**src/akf_pkg.sv**
```systemverilog
// Shared types, constants and a saturation helper for the angle/gyro Kalman filter.
package akf_pkg;

	localparam int DATA_W  = 32;
	localparam int CFG_W   = 31;
	localparam int CIDX_W  = 8;
	localparam int FRAC_W  = 24;

	localparam logic [CFG_W-1:0] Q_ANGLE_RST = 31'd2684355;
	localparam logic [CFG_W-1:0] Q_GYRO_RST  = 31'd16777216;
	localparam logic [CFG_W-1:0] R_MEAS_RST  = 31'd83886;
	localparam logic [CFG_W-1:0] DT_RST      = 31'd100663;
	localparam logic signed [DATA_W-1:0] ONE_Q24 = 32'sd16777216;

	typedef enum logic [CIDX_W-1:0] {
		REG_Q_ANGLE = 8'd0,
		REG_Q_GYRO  = 8'd1,
		REG_R_MEAS  = 8'd2,
		REG_DT      = 8'd3
	} reg_idx_t;

	typedef enum logic [3:0] {
		ST_IDLE, ST_MUL, ST_WB, ST_DIV0, ST_DIV0W, ST_DIV1, ST_DIV1W, ST_OUT
	} state_t;

	typedef enum logic [3:0] {
		OP_ANG_P, OP_AA_P, OP_AB_P, OP_BB_P,
		OP_AA_C, OP_AB_C, OP_BA_C, OP_BB_C, OP_ANG_C, OP_BIAS_C
	} op_t;

	typedef struct packed {
		logic                     start;
		logic signed [DATA_W-1:0] num;
		logic signed [DATA_W:0]   den;
	} div_req_t;

	typedef struct packed {
		logic                     busy;
		logic                     done;
		logic signed [DATA_W-1:0] quo;
	} div_rsp_t;

	function automatic logic signed [DATA_W-1:0] sat34(input logic signed [DATA_W+1:0] x);
		logic signed [DATA_W+1:0] hi;
		logic signed [DATA_W+1:0] lo;
		hi = 34'sh0_7FFF_FFFF;
		lo = -34'sh0_8000_0000;
		if (x > hi)
			return 32'sh7FFF_FFFF;
		else if (x < lo)
			return 32'sh8000_0000;
		else
			return x[DATA_W-1:0];
	endfunction

endpackage

```
**src/akf_mul.sv**
```systemverilog
// Shared Q8.24 multiplier: registered product, round half up, saturate.
module akf_mul (
	input  logic                             clk,
	input  logic signed [akf_pkg::DATA_W-1:0] a,
	input  logic signed [akf_pkg::DATA_W-1:0] b,
	output logic signed [akf_pkg::DATA_W-1:0] p
);
	import akf_pkg::*;

	logic signed [2*DATA_W-1:0] prod_s1;
	logic signed [2*DATA_W:0]   rnd;
	logic signed [2*DATA_W-FRAC_W:0] shr;

	always_ff @(posedge clk) begin
		prod_s1 <= a * b;
	end

	always_comb begin
		rnd = {prod_s1[2*DATA_W-1], prod_s1} + (65'sd1 <<< (FRAC_W-1));
		shr = rnd[2*DATA_W:FRAC_W];
		if (shr > $signed({{(2*DATA_W-FRAC_W-DATA_W+2){1'b0}}, {(DATA_W-1){1'b1}}}))
			p = 32'sh7FFF_FFFF;
		else if (shr < -$signed({{(2*DATA_W-FRAC_W-DATA_W+1){1'b0}}, 1'b1, {(DATA_W-1){1'b0}}}))
			p = 32'sh8000_0000;
		else
			p = shr[DATA_W-1:0];
	end

endmodule

```
**config.mk**
```make
export PLATFORM = sky130hd
export DESIGN_NAME = akf_mul
export DESIGN_NICKNAME = d
export VERILOG_FILES = /design/src/akf_pkg.sv /design/src/akf_mul.sv
export SDC_FILE = /design/constraint.sdc
export NUM_CORES = 2
export LEC_CHECK = 0
export BUFFER_PORTS_ARGS = -buffer_cell sky130_fd_sc_hd__buf_2
export CELL_PAD_IN_SITES_DETAIL_PLACEMENT = 1
export CELL_PAD_IN_SITES_GLOBAL_PLACEMENT = 1
export CORE_MARGIN = 5
export CORE_UTILIZATION = 30
export DETAILED_ROUTE_END_ITERATION = 8
export GPL_TIMING_DRIVEN = 1
export PLACE_DENSITY = 0.63
export REMOVE_ABC_BUFFERS = 1
export SYNTH_ARGS = -nofsm -noshare
export SYNTH_HDL_FRONTEND = slang
export SYNTH_SLANG_ARGS = --single-unit
```
**constraint.sdc**
```tcl
create_clock -name clk -period 10.3 [get_ports clk]
set_clock_uncertainty 0.1 [all_clocks]
set_input_delay 0 -clock clk [delete_from_list [all_inputs] [get_ports clk]]
set_output_delay 0 -clock clk [all_outputs]
set_load 0.05 [all_outputs]
```
=== Yosys cells after proc, flatten, opt, wreduce, memory -nomap -nowiden ===
Index checks and enable logic that the tools add are counted.

* Logic and storage cells: 7
* Input bits: 65
* Flip-flop bits (word level): 64
* Output and inout bits: 32

* Muxes and demuxes: 2
* Multiply operators: 1
* Add/sub/neg operators: 1
* Order comparisons: 2

{| class="wikitable"
|+ Operator list
! operator !! number
|-
| adder 64 x 25 -> 65 bit, second input constant || 1
|-
| multiplier 32 x 32 -> 64 bit || 1
|-
| two-way mux 32 bit || 2
|-
| > comparator 41 x 32 -> 1 bit, second input constant || 1
|-
| less-than comparator 41 x 32 -> 1 bit, second input constant || 1
|}

=== Depth between registers and ports, before layout ===
* Depth in word-level cells: 4
* Mapped depth: 28

=== Least setup slack after synthesis ===
OpenSTA, ideal clock, no wires.

* Kind: in2reg
* From: in a[31] in the netlist's numbering
* To: reg prod_s1[63]
* Path buffers: 2
* Arrival: 7,124 ps
* Stages on the path: 26
* Setup slack: 2,958 ps
* Setup time: 118 ps
* Cells stage by stage: clkbuf_1 > nand2_1 > inv_1 > fa_1 > inv_1 > fa_1 > fa_1 > inv_1 > fa_1 > inv_1 > fa_1 > inv_1 > fa_1 > inv_1 > fa_1 > inv_1 > fa_1 > ha_1 > clkbuf_1 > a21o_1 > a221o_1 > o21bai_1 > a21oi_1 > a2111oi_0 > and2_1 > xnor2_1

* Word-level cells in the longest chain between the ends: 1

{| class="wikitable"
|+ Ends and longest elaborated chain
! what !! RTL line !! RTL
|-
| from (decl) || akf_mul.sv:4 || <nowiki>input logic signed [akf_pkg::DATA_W-1:0] a,</nowiki>
|-
| multiplier 32 x 32 -> 64 bit || akf_mul.sv:15 || <nowiki>prod_s1 <= a * b;</nowiki>
|-
| to (signal assigned) || akf_mul.sv:15 ||
|-
| to (decl) || akf_mul.sv:10 || <nowiki>logic signed [2*DATA_W-1:0] prod_s1;</nowiki>
|}

Every way passes these cells.

=== Final worst setup path ===
Ends and elaborated chain as after synthesis.

==> metrics.txt <==
status=finished, final reports clean; Post-Route WL=between 100000 and 150000 um; Post-synth EDFFs=0; largest net degree at the start of global routing=33; DR WL/cell=around 20 um; Largest Register=prod_s1; CP Capture Type=flip-flop; fin crit share=0.8003; Via Count=26490; post-route DRC violation count=0; Die Width=~360 um; synthesized area per cell=slightly above 9 um^2; global-route wire length before repair=~180000 um; Fmax=0.1213 GHz; Die Y=~360 um; clk buf depth=2; area share of the leading cell type in the synthesized netlist=0.5725; Seq/Total Area, Yosys=0.02171; drt pass-1 iters=5; vias in the first global route=31630; Area Overhead vs Synth=5.845%; CTS clk-pin slew, worst paths=around 0.060 ns; Top FF cell, synth=dfxtp_1; most frequent CP cell=fa_1; total CTS buffers=5; CP max stage delay=around 0.9 ns; core area=between 100000 and 150000 um^2; initial antenna violation count=9; Post-Syn Area=~38000 um^2; slew margin rel.=0.1825; Overflow after GRT=0; Max Cap Violations=0; post-CTS setup buffers=0; post-synth top area cell=fa_1; max reg flops=slightly above 40; CTS tree=built; post-route setup slack=between 2 and 2.5 ns; I/O Pins=slightly below 100; DRT iter0 DRCs=around 1000; Regs by FF count=prod_s1: 41 flops; Cell variety after synth=75; CTS Root Cell=clkbuf_16; post-CTS sizing=0; flops & latches, synth=just over 40; Final setup viols=0; required time worst endpoint=between 10 and 15 ns; slowest CP cell=fa_1; crit path DAT=8.31 ns; Area contributors post-synth=fa_1 57%, inv_1 9.9%, and2_1 8.6%; H-tree Lvls=2; number of synthesis warnings=0; Final Hold Fails=0; crit start category=primary input; Starting Density=0.3014; cts hold-fix bufs=0; Setup WS pre-CTS=between 1.5 and 2 ns; Placement Rows=130; Mapped Cells=between 4000 and 5000; Nets=~5300; Via density=roughly 4.7; Setup Total Neg Slack=0 ns; Post-DRT Antenna Nets=0; PortBufs=96; Period minus WS final=8.243 ns; ys async rst share=0; RD Place Congestion=0.8458; Hold Crit Class=primary input to flip-flop; CTS Sinks=41; GR Util All Layers=0.1773; Die ar.=between 100000 and 150000 um^2; Final Max Tran Viols=0; critical path class=primary input to flip-flop; layout cells sized above 1=0.04220; critical-path maximum fanout=32; detailed-placement wirelength estimate=97080 um; RSZ-0062 raised after global routing=no; worst-margin pin slew=1.226 ns; top cells by count, synth=1081 x fa_1, 1002 x inv_1, 535 x nand2_1; most frequent cell after synthesis=fa_1
[layout make-up]
class                           count  area, um^2
Inverter                         1003        3765
Antenna cell                        2       5.005
Clock inverter                      1       30.03
Clock buffer                        7       142.6
Fill cell                       14620       85400
Tap cell                         1650        2064
Timing Repair Buffer              139       803.3
Sequential cell                    41       820.8
Multi-Input combinational cell   2814       32380
[logic make-up after synthesis]
group	share of synthesized area
adder cells (fa/ha/maj)	0.6324
AND/OR/NAND/NOR	0.1670
buffers and inverters	0.1217
AO/OA/AOI/OAI	0.03740
XOR/XNOR	0.01923
flip-flops	0.02171
multiplexers	0.0005296
[per-stage QoR]
| step | utilization | hold slack [ns] | instances | instance area (um^2) |
|---|---|---|---|---|
| finish | 0.3191 | 0.8858 | 5657 | 40010 |
| global route | 0.3190 | 1.024 | 5655 | 40010 |
| CTS | 0.3190 | 0.9277 | 5655 | 40010 |
| detailed placement | 0.3176 | 0.6685 | 5647 | 39830 |
| global placement | 0.3176 | 0.6676 | 5647 | 39830 |
| floorplan | - | 0.5501 | 3858 | 36970 |
[per-layer routing]
layer | vias to the layer above | wire length (um) | GRT usage
met4 | 0 | 1275 | 0.01766
met2 | 400 | 59630 | 0.3339
met5 | - | 0 | 0
met1 | 14510 | 49930 | 0.2343
li1 | 11510 | - | -
met3 | 68 | 2890 | 0.008044
[path summary, 6_finish.rpt]
check | cells after the start | slack, ns | start | endpoint
setup / recovery | 27 | 2.06 | a[31] | prod_s1[63]
hold / removal | 8 | 0.89 | b[0] | prod_s1[23]
[placed cells by master (no fill, tap or decap), types with 43 or more instances in the layout]
master and count:
fa_1 1081, inv_1 1002, nand2_1 535, and2_1 517, ha_1 181, buf_2 96, nor2_1 64, a21oi_1 60
xnor2_1 53, buf_4 43
[worst max-delay path, delay by kind of cell]
kind,cells,cell delay (ns)
AND/OR/NAND/NOR,2,0.46
adder cells (fa/ha/maj),9,4.81
XOR/XNOR,1,0.07
buffers and inverters,8,1.55
AO/OA/AOI/OAI,7,1.34
Power is left out: the tool's default activity adds up to more than one toggle a clock period on the data nets, which glitch-free logic cannot reach.
