### src/akf_pkg.sv
// Shared types, constants and a saturation helper for the angle/gyro Kalman filter.
package akf_pkg;

	localparam int DATA_W  = 32;
	localparam int CFG_W   = 31;
	localparam int CIDX_W  = 8;
	localparam int FRAC_W  = 24;

	localparam logic [CFG_W-1:0] Q_ANGLE_RST = 31'd2684355;
	localparam logic [CFG_W-1:0] Q_GYRO_RST  = 31'd16777216;
	localparam logic [CFG_W-1:0] R_MEAS_RST  = 31'd83886;
	localparam logic [CFG_W-1:0] DT_RST      = 31'd100663;
	localparam logic signed [DATA_W-1:0] ONE_Q24 = 32'sd16777216;

	typedef enum logic [CIDX_W-1:0] {
		REG_Q_ANGLE = 8'd0,
		REG_Q_GYRO  = 8'd1,
		REG_R_MEAS  = 8'd2,
		REG_DT      = 8'd3
	} reg_idx_t;

	typedef enum logic [3:0] {
		ST_IDLE, ST_MUL, ST_WB, ST_DIV0, ST_DIV0W, ST_DIV1, ST_DIV1W, ST_OUT
	} state_t;

	typedef enum logic [3:0] {
		OP_ANG_P, OP_AA_P, OP_AB_P, OP_BB_P,
		OP_AA_C, OP_AB_C, OP_BA_C, OP_BB_C, OP_ANG_C, OP_BIAS_C
	} op_t;

	typedef struct packed {
		logic                     start;
		logic signed [DATA_W-1:0] num;
		logic signed [DATA_W:0]   den;
	} div_req_t;

	typedef struct packed {
		logic                     busy;
		logic                     done;
		logic signed [DATA_W-1:0] quo;
	} div_rsp_t;

	function automatic logic signed [DATA_W-1:0] sat34(input logic signed [DATA_W+1:0] x);
		logic signed [DATA_W+1:0] hi;
		logic signed [DATA_W+1:0] lo;
		hi = 34'sh0_7FFF_FFFF;
		lo = -34'sh0_8000_0000;
		if (x > hi)
			return 32'sh7FFF_FFFF;
		else if (x < lo)
			return 32'sh8000_0000;
		else
			return x[DATA_W-1:0];
	endfunction

endpackage

### src/akf_div.sv
// Radix-2 restoring divider for the gains: num * 2^24 / den, truncated, saturated.
module akf_div (
	input  logic               clk,
	input  logic               arst_n,
	input  akf_pkg::div_req_t  req,
	output akf_pkg::div_rsp_t  rsp
);
	import akf_pkg::*;

	localparam int QW = DATA_W + FRAC_W;

	logic            busy_q;
	logic            done_q;
	logic            neg_q;
	logic [5:0]      cnt_q;
	logic [DATA_W:0] rem_q;
	logic [DATA_W:0] den_q;
	logic [QW-1:0]   dvd_q;
	logic signed [DATA_W-1:0] quo_q;

	logic [DATA_W-1:0] mag;
	logic [DATA_W+1:0] trial;
	logic              qbit;
	logic [DATA_W+1:0] diff;
	logic [QW-1:0]     dvd_nx;

	always_comb begin
		mag    = req.num[DATA_W-1] ? DATA_W'(-req.num) : DATA_W'(req.num);
		trial  = {rem_q, dvd_q[QW-1]};
		diff   = trial - {1'b0, den_q};
		qbit   = (trial >= {1'b0, den_q});
		dvd_nx = {dvd_q[QW-2:0], qbit};
	end

	always_ff @(posedge clk or negedge arst_n) begin
		if (!arst_n) begin
			busy_q <= 1'b0;
			done_q <= 1'b0;
			cnt_q  <= '0;
		end else begin
			done_q <= 1'b0;
			if (req.start) begin
				busy_q <= 1'b1;
				cnt_q  <= '0;
			end else if (busy_q) begin
				cnt_q <= cnt_q + 6'd1;
				if (cnt_q == 6'(QW-1)) begin
					busy_q <= 1'b0;
					done_q <= 1'b1;
				end
			end
		end
	end

	always_ff @(posedge clk) begin
		if (req.start) begin
			dvd_q <= {mag, {FRAC_W{1'b0}}};
			rem_q <= '0;
			den_q <= req.den;
			neg_q <= req.num[DATA_W-1];
		end else if (busy_q) begin
			dvd_q <= dvd_nx;
			rem_q <= qbit ? diff[DATA_W:0] : trial[DATA_W:0];
			// saturate the final quotient on the last bit
			if (cnt_q == 6'(QW-1)) begin
				if (neg_q) begin
					if (dvd_nx > {{(QW-DATA_W-1){1'b0}}, 1'b1, {(DATA_W-1){1'b0}}})
						quo_q <= 32'sh8000_0000;
					else
						quo_q <= -$signed(dvd_nx[DATA_W-1:0]);
				end else begin
					if (dvd_nx > {{(QW-DATA_W+1){1'b0}}, {(DATA_W-1){1'b1}}})
						quo_q <= 32'sh7FFF_FFFF;
					else
						quo_q <= $signed(dvd_nx[DATA_W-1:0]);
				end
			end
		end
	end

	assign rsp.busy = busy_q;
	assign rsp.done = done_q;
	assign rsp.quo  = quo_q;

endmodule

### config.mk
export PLATFORM = sky130hd
export DESIGN_NAME = akf_div
export DESIGN_NICKNAME = d
export VERILOG_FILES = /design/src/akf_pkg.sv /design/src/akf_div.sv
export SDC_FILE = /design/constraint.sdc
export NUM_CORES = 1
export LEC_CHECK = 0
export ABC_AREA = 1
export BUFFER_PORTS_ARGS = -buffer_cell sky130_fd_sc_hd__buf_2
export CAP_MARGIN = 20
export CORE_ASPECT_RATIO = 0.75
export CORE_UTILIZATION = 62
export CTS_BUF_LIST = sky130_fd_sc_hd__clkbuf_8
export CTS_CLUSTER_SIZE = 24
export DETAILED_ROUTE_END_ITERATION = 8
export PLACE_DENSITY = 0.85
export SYNTH_ARGS = -nofsm -noshare
export SYNTH_HDL_FRONTEND = slang
export SYNTH_SLANG_ARGS = --single-unit
### constraint.sdc
create_clock -name clk -period 3.8 [get_ports clk]
set_input_delay 0.76 -clock clk [delete_from_list [all_inputs] [get_ports clk]]
set_output_delay 0.76 -clock clk [all_outputs]
set_load 0.02 [all_outputs]
* After elaboration in Yosys (flattened, before gate mapping)
Cells that the tools add are included.
W data, S select, Z words.
** Cells by class
- Eq/ne operators :: 1
- Bitwise gates (word level) :: 1
- Magnitude comparators :: 3
- Reduce and logical (&&, ||, !) cells :: 2
- Mux-type cells :: 15
- Add/sub/neg operators :: 4
** Operator list (number)
- $mux W32 :: 4
- $mux W56 :: 2
- $neg A32 Y32 :: 2
- $gt A56 B31 Y1 const B :: 1
- $gt A56 B32 Y1 const B :: 1
- $ge A34 B33 Y1 :: 1
- $mux W33 :: 1
- $sub A33 B33 Y33 :: 1
- $mux W6 :: 2
- $add A6 B1 Y6 const B :: 1
- $eq A6 B6 Y1 const B :: 1
- $mux W1 :: 6
- $reduce_and A3 Y1 :: 1
- $reduce_bool A2 Y1 :: 1
- $not A1 Y1 :: 1
** Storage, ports and cells
- Flip-flop bits (word level) :: 163
- Input bits :: 68
- Output and inout bits :: 34

* Logic depth before layout (Yosys ltp)
Gate-level depths: netlist of run 1.
- Depth after elaboration :: 4
- Depth in mapped cells :: 27

* Worst setup path before layout of run 1
Ideal clock, no wire load.
- Kind :: input-to-reg
- From :: in req[65] (netlist bit)
- To :: reg quo_q[0] (enable)
- Setup time :: 421 ps
- Arrival :: 2884 ps
- Cell stages on the path :: 6
- Path slack :: 496 ps
- Path through :: clkbuf_1 -> nor2_1 -> inv_1 -> clkbuf_1 -> clkbuf_1 -> nor2_1
** Between the ends
- Word-level cells in the longest chain between the ends :: 2
** RTL lines
- from (decl) :: RTL line akf_div.sv:5 : input akf_pkg::div_req_t req,
- $not A1 Y1 (no source line)
- $reduce_and A3 Y1 (no source line)
- to (signal assigned) :: RTL line akf_div.sv:70 : quo_q <= -$signed(dvd_nx[DATA_W-1:0]);
- to (signal assigned) :: RTL line akf_div.sv:75 : quo_q <= $signed(dvd_nx[DATA_W-1:0]);
- to (decl) :: RTL line akf_div.sv:19 : logic signed [DATA_W-1:0] quo_q;
No other way between the ends.
A chain may end at the register's enable or synchronous reset.

* Final worst setup path of run 1
- From :: reg den_q[17]
- To :: reg quo_q[31] (data pin)
** Between the ends
- Word-level cells in the longest chain between the ends :: 4
- Elaborated cells between the ends (all ways) :: 7
- Those cells by class :: 1 x add/sub; 3 x order compare; 3 x mux
** RTL lines
- from (decl) :: RTL line akf_div.sv:17 : logic [DATA_W:0] den_q;
- from (signal assigned) :: RTL line akf_div.sv:59 : den_q <= req.den;
- $ge A34 B33 Y1 * :: RTL line akf_div.sv:31 : qbit = (trial >= {1'b0, den_q});
- $gt A56 B31 Y1, or another cell as far along :: RTL line akf_div.sv:72 : if (dvd_nx > {{(QW-DATA_W+1){1'b0}}, {(DATA_W-1){1'b1}}})
- $mux W32, on equally long branches :: RTL line akf_div.sv:72, akf_div.sv:67
- $mux W32 * :: RTL line akf_div.sv:66 : if (neg_q) begin
Mark *: on every way between the ends. The rest lies on a longest branch, timed or not.

==> results of run 1 <==
cell usage in the layout, fill, tap and decap left out, drive strengths merged, types with 2 or more instances in the layout:
master,instances
clkinv,5
o21ai,124
xnor2,15
or2,3
nand4,23
nand2,300
o31ai,3
a21o,6
a21boi,2
nor2,130
a21oi,85
o21bai,11
o211ai,8
nor3,34
o21a,3
nand3b,2
inv,189
o22ai,31
and3,2
clkinvlp,2
nand3,64
edfxtp,98
xor2,22
dfxtp,57
buf,114
a31oi,3
o221ai,8
dfrtp,8
ha,36
clkbuf,18
nor4,8
bufinv,4
layer usage:
metal	vias up	global-route usage, %	part of all wire (%)
met5	-	0	0
li1	4625	-	-
met4	0	9.76	1.5
met1	4409	48.4	45
met2	528	48.9	43
met3	47	7.82	11
worst paths after layout:
check / end / slack [ns]
max: quo_q[31] / 0.27
min: done_q / 0.11
max reg2reg: quo_q[31] / 0.27
min reg2reg: cnt_q[4] / 0.47
max in group asynchronous: cnt_q[1] / 3.53
min in group clk: den_q[9] / 0.45
stage by stage:
| step | instances | TNS, ns | hold WS [ns] | worst slack [ns] | instance area (sq um) |
|---|---|---|---|---|---|
| 4_1_cts | 1635 | 0 | 0.0872 | 0.236 | 11300 |
| 3_5_place_dp | 1603 | 0 | 0.460 | 0.258 | 10900 |
| 5_1_grt | 1635 | -0.0175 | 0.0889 | -0.0175 | 11400 |
| 2_1_floorplan | 1321 | 0 | 0.434 | 0.496 | 10200 |
| 6_report | 1635 | 0 | 0.110 | 0.266 | 11400 |
| 3_3_place_gp | 1603 | 0 | 0.453 | 0.421 | 10900 |
cell type report:
| type | count | area share [%] |
|---|---|---|
| Timing Repair Buffer | 114 | 5.31 |
| Clock buffer | 18 | 2.18 |
| Multi-Input combinational cell | 930 | 44.5 |
| Tap cell | 210 | 2.31 |
| Clock inverter | 14 | 1.77 |
| Inverter | 186 | 6.21 |
| Sequential cell | 163 | 37.7 |
power by group through the flow:
| stage | Clock, mW | Sequential (mW) | Combinational, mW |
|---|---|---|---|
| 2_1_floorplan | 0 | 2.22 | 1.96 |
| 3_3_place_gp | 0 | 2.25 | 2.43 |
| 3_5_place_dp | 0 | 2.26 | 2.49 |
| 4_1_cts | 1.46 | 2.22 | 2.51 |
| 5_1_grt | 1.54 | 2.25 | 2.86 |
| 6_report | 1.45 | 2.23 | 2.58 |
cell families (layout without fill, tap and decap cells):
group | count (synthesis) | after routing | share of synthesized area [%]
buf+inv | 228 | 332 | 8.90
simple gates | 568 | 568 | 25.3
fa+ha+maj | 37 | 37 | 4.60
xor+xnor | 37 | 37 | 3.17
compound gates | 288 | 288 | 16.2
flops | 163 | 163 | 41.9
worst max-delay path: cells and delay by family (launching register included):
family | cells | cell delay [ns]
adders and majority gates | 2 | 0.46
AOI/OAI and AO/OA | 2 | 0.40
and+or+nand+nor | 12 | 1.63
buffers and inverters | 5 | 0.45
DFF | 1 | 0.38
state kept, by name, summed over array words and instances (netlist names):
register / flops
dvd_q: 56
quo_q: 32
den_q: 33
neg_q: 1
rem_q: 33
cnt_q: 6
done_q: 1
busy_q: 1
==> summary.txt, run 1 <==
most frequent cells after synthesis -> nand2_1 (286), inv_1 (177), nor2_1 (116)
Synth area leader -> edfxtp_1
Area Growth Syn to Fin -> 11.0%
Leakage -> 5.20 nW
max_cap viols -> 0
sequential power share -> 35.6%
I/O pins -> 102
antenna viol nets, final -> 0
worst hold path class -> in2async
Critical Path AT -> 3.77 ns
pin count of the biggest net entering global routing -> 59
Cell Chain, Critical Path -> inv_1 -> ha_1 -> a21oi_1 -> nand2_1 -> a21oi_2 -> nand3_2 -> nand2_4 -> nand2_8 -> inv_4 -> ha_1 -> nand3_1 -> nor2_1 -> nand2_1 -> inv_1 -> nand4_1 -> nand2_2 -> nand2_4 -> inv_6 -> nand3_1 -> nand2_1 -> inv_1
worst setup path category -> reg2reg
I/O Buffers -> 101
layout cells sized above 1 -> 15.0%
CP Launch Type -> register
CP Launch Point -> den_q[17]
Critical Path RT -> 4.04 ns
CTS H-Tree Depth -> 4
CTS Buf Count -> 17
Clock Skew -> 0.0181 ns
die area -> 17000 sq um
Post-CTS Resized -> 0
CP max stage delay -> 0.38 ns
largest fanout on the critical path -> 18
Clk pwr share -> 23.1%
post-route minimum period -> 3.53 ns
die width -> 150 um
Tot Pwr -> 6.26 mW
Synth area leaders -> edfxtp_1 (29%), dfxtp_1 (11%), nand2_1 (10%)
reg2reg path depth -> 21
status -> finished, final reports clean
HPWL Detailed -> 19600 um
First-pass DRT Iterations -> 5
internal power -> 3.72 mW
Hold Violations, Final -> 0
Row Count -> 40
initial antenna violation count -> 0
Max transition margin -> 51.2%
# fillers -> 1336
Synth async-reset ratio -> 4.91%
multi-input logic area -> 5060 sq um
NetSw -> 2.54 mW
DRC errors left -> 0
WL per Instance -> 16.5 um
average cell area after synthesis -> 7.75 sq um
area share of the leading cell type in the synthesized netlist -> 28.7%
Net Sw Frac -> 40.7%
first-pass GRT wire length -> 43900 um
Final #Nets -> 1517
Post-CTS Setup Inserts -> 0
slowest CP cell -> edfxtp_1
post-synth cell types -> 60
crit path capture type -> register
worst slew pin tran -> 0.722 ns
1st-iter DRT viols -> 1113
pwr/cell area -> 551 nW/um^2
Peak VDD IR -> 0.322 mV
Tot GR Track Use -> 33.2%
Comb pwr share -> 41.3%
CTS tree -> yes
fin util -> 70.7%
Final GP Congestion -> 0.933
Die Y -> 113 um
initial core utilization -> 63.7%
Final setup viols -> 0
r2r startpoint -> den_q[17]
register area share after synthesis -> 41.9%
post-cts hold buffer count -> 0
FMAX -> 283 MHz
Antenna diodes -> 0
period utilization -> 93.0%
vias in the first global route -> 8820
Post-synth EDFFs -> 98
number of synthesized register bits -> 163
Top FF cell, synth -> edfxtp_1
Reg clk slew, reported paths -> 0.09 ns
final WL -> 27000 um
count leader, synth -> nand2_1
CTS Buffer Depth -> 2
GRT overflow -> 0
DR vias/cell -> 5.88
Cells after Synth -> 1321
storage element area -> 4280 sq um
cell area after synthesis -> 10200 sq um
clk_lat worst skew -> 0.48 ns
clk sinks -> 163
Vias -> 9609
core area -> 16100 sq um
max-slew violations -> 0
syn nets -> 1426
Yosys warning count -> 0
Root Buffer -> clkbuf_8
Note: power is estimated with default switching activity, not from simulation.
==> run 2: changes to the inputs <==
Settings changed: ABC_AREA 1 to not set, CORE_UTILIZATION 62 to 61, PLACE_DENSITY 0.85 to 0.84, SLEW_MARGIN set to 20.
==> summary.txt, run 2 <==
Tot GR Track Use -> 28.1% (-5.2 points)
Leakage -> 4.68 nW (-9.9%)
initial core utilization -> 62.4% (-1.3 points)
Worst Setup EP -> quo_q[28]
CTS Buf Count -> 17 (unchanged)
GRT overflow -> 0 (unchanged)
Critical Path AT -> 4.11 ns (+0.34 ns)
largest reg by FF count -> dvd_q
CTS H-Tree Depth -> 4 (unchanged)
pwr/cell area -> 462 nW/um^2 (-16%)
CTS Buffer Depth -> 2 (unchanged)
Vias -> 8095 (-16%)
FMAX -> 260 MHz (-8.1%)
DRC errors left -> 0 (unchanged)
reg2reg path depth -> 19 (-9.5%)
Reg clk slew, reported paths -> 0.09 ns (about the same)
worst slack, placed -> -0.0269 ns (-0.285 ns)
area share of the leading cell type in the synthesized netlist -> 31.1% (+2.3 points)
Post-Synth Simple-Gate Area -> 16.3% (-9.0 points)
worst slew pin tran -> 0.783 ns (+0.0609 ns)
setup ws final -> -0.0470 ns (-0.313 ns)
Hold Slack -> 0.122 ns (+0.0125 ns)
period utilization -> 101% (+8.2 points)
count leader, synth -> nor2_1
Peak VDD IR -> 0.287 mV (-11%)
most common cell after layout, fill and taps aside -> buf_2
Root Buffer -> clkbuf_8
Clock Skew -> 0.0171 ns (-0.00107 ns)
Max transition margin -> 47.6% (-3.6 points)
Final GP Congestion -> 0.947 (+1.4%)
Cells after Synth -> 986 (-25%)
CTS tree -> yes
XOR/XNOR Fraction of Synth Area -> 5.18% (+2.0 points)
Hold Violations, Final -> 0 (unchanged)
Yosys warning count -> 0 (unchanged)
CP max stage delay -> 0.39 ns (about the same)
crit path capture type -> register
r2r startpoint -> den_q[2]
CP Launch Type -> register
Synth area leaders -> edfxtp_1 (31%), dfxtp_1 (12%), ha_1 (4.8%)
Cell Chain, Critical Path -> inv_1 -> ha_4 -> nor2b_2 -> o31a_1 -> o31a_1 -> o21ba_4 -> nor3_2 -> o21a_2 -> ha_4 -> nor3b_4 -> nand2_2 -> nor2b_4 -> nand3_2 -> o21ai_2 -> nand2_2 -> buf_8 -> nor4_4 -> o21ai_1 -> o311ai_1
final WL -> 23000 um (-15%)
pin count of the biggest net entering global routing -> 53 (-10%)
WL per Instance -> 17.5 um (+5.8%)
clk_lat worst skew -> 0.47 ns (about the same)
fraction of the mapped netlist area in adder cells -> 4.97% (+0.37 points)
Post-Place Cell Area -> 10400 sq um (-4.2%)
cell area after synthesis -> 9470 sq um (-7.5%)
R2R setup slack -> -0.05 ns (-0.31 ns)
max-slew violations -> 0 (unchanged)
Synth async-reset ratio -> 4.91% (unchanged)
Area Growth Syn to Fin -> 17.2%
post-cts hold buffer count -> 0 (unchanged)
largest fanout on the critical path -> 8 (-10)
worst r2r dst -> quo_q[28]
clk sinks -> 163 (unchanged)
max FFs per register -> 56 (unchanged)
# fillers -> 1092 (-18%)
first-pass GRT wire length -> 35200 um (-20%)
Top FF cell, synth -> edfxtp_1
Post-synth EDFFs -> 98 (unchanged)
cell area after layout -> 11100 sq um (-2.4%)
1st-iter DRT viols -> 988 (-11%)
die width -> 146 um (-3.0%)
failing checks -> setup timing
First-pass DRT Iterations -> 7 (+2)
antenna viol nets, final -> 0 (unchanged)
I/O pins -> 102 (unchanged)
number of synthesized register bits -> 163 (unchanged)
I/O Buffers -> 101 (unchanged)
vias in the first global route -> 6885 (-22%)
post-synth cell types -> 75 (+25%)
biggest regs -> dvd_q x56, den_q x33, rem_q x33
Row Count -> 39 (-2.5%)
Antenna diodes -> 0 (unchanged)
Critical Path RT -> 4.07 ns (+0.03 ns)
layout cells sized above 1 -> 22.5% (+7.5 points)
Final #Nets -> 1201 (-21%)
max_cap viols -> 0 (unchanged)
largest family of logic cells by synthesized area -> compound AO/OA/AOI/OAI gates
status -> finished with violations
DR vias/cell -> 6.16 (+4.8%)
post-route minimum period -> 3.85 ns (+0.313 ns)
worst hold path class -> in2async
RSZ-0062 raised after global routing -> yes
die area -> 16000 sq um (-5.9%)
syn nets -> 1091 (-23%)
most frequent cells after synthesis -> nor2_1 (99), edfxtp_1 (98), nand2_1 (81)
register area share after synthesis -> 45.3% (+3.4 points)
most frequent cells in the layout -> buf_2 (100), edfxtp_1 (98), nor2_1 (97)
CP Launch Point -> den_q[2]
slowest CP cell -> edfxtp_1
worst setup path category -> reg2reg
Final setup viols -> 4 (+4)
Synth area leader -> edfxtp_1
average cell area after synthesis -> 9.60 sq um (+24%)
Die Y -> 110 um (-3.0%)
HPWL Detailed -> 15600 um (-20%)
initial antenna violation count -> 0 (unchanged)
mux cell area share after synthesis -> 3.40% (+3.4 points)
post-synthesis compound-gate area fraction -> 20.6% (+4.4 points)
core area -> 15200 sq um (-5.5%)
run 2: repair_timing:
action	4_1_cts	5_1_grt
resized for setup	4	38
gates cloned	0	1
pin swaps	0	13
setup buffers	1	7
setup endpoints to repair	3	32
run 2: cell families after synthesis:
| kind of cell | Yosys count |
|---|---|
| adder cells (fa/ha/maj) | 37 |
| XOR/XNOR | 56 |
| AO/OA/AOI/OAI | 281 |
| multiplexers | 32 |
| buffers and inverters | 104 |
| AND/OR/NAND/NOR | 313 |
| flip-flops | 163 |
run 2: worst min path at each step:
stage,cells past startpoint,endpoint,start
finish,1,done_q,arst_n
global route,1,done_q,arst_n
CTS,1,done_q,arst_n
detailed placement,2,rem_q[21],rem_q[21]
global placement,2,rem_q[22],rem_q[22]
floorplan,2,rem_q[22],rem_q[22]
run 2: report_power, final:
part / switching, mW / total (mW) / internal (mW)
Sequential: 0.117 / 2.15 / 2.04
Clock: 0.650 / 1.29 / 0.644
Combinational: 0.948 / 1.68 / 0.728
run 2: critical path, delay by kind of cell (launching register included):
| kind | cells | cell delay [ns] |
|---|---|---|
| flops | 1 | 0.39 |
| simple gates | 8 | 1.19 |
| fa+ha+maj | 2 | 0.35 |
| compound gates | 7 | 1.41 |
| buf+inv | 2 | 0.31 |
run 2: cell type report:
cell class	instances	area (sq um)	share of cell area [%]
Tap cell	205	256	2.31
Multi-Input combinational cell	720	5110	46.1
Inverter	50	188	1.69
Sequential cell	163	4290	38.6
Timing Repair Buffer	144	851	7.67
Clock inverter	15	168	1.51
Clock buffer	17	234	2.11
run 2: per-layer routing:
layer	track usage, %	routed length [um]	vias to the layer above
met4	8.80	414	0
met1	42.8	10900	3737
met5	0	0	-
met3	5.35	1980	38
li1	-	-	3882
met2	39.8	9740	438
run 2: through the flow:
stage                     cells  power [mW]  setup TNS, ns  utilization, %
after global placement     1273        3.67              0            68.8
final                      1314        5.12        -0.0608            73.1
after floorplan             986        3.29          -4.12               -
after global routing       1314        5.38          -3.54            73.1
after CTS                  1306        4.99       -0.00137            71.7
after detailed placement   1273        3.72        -0.0366            68.8
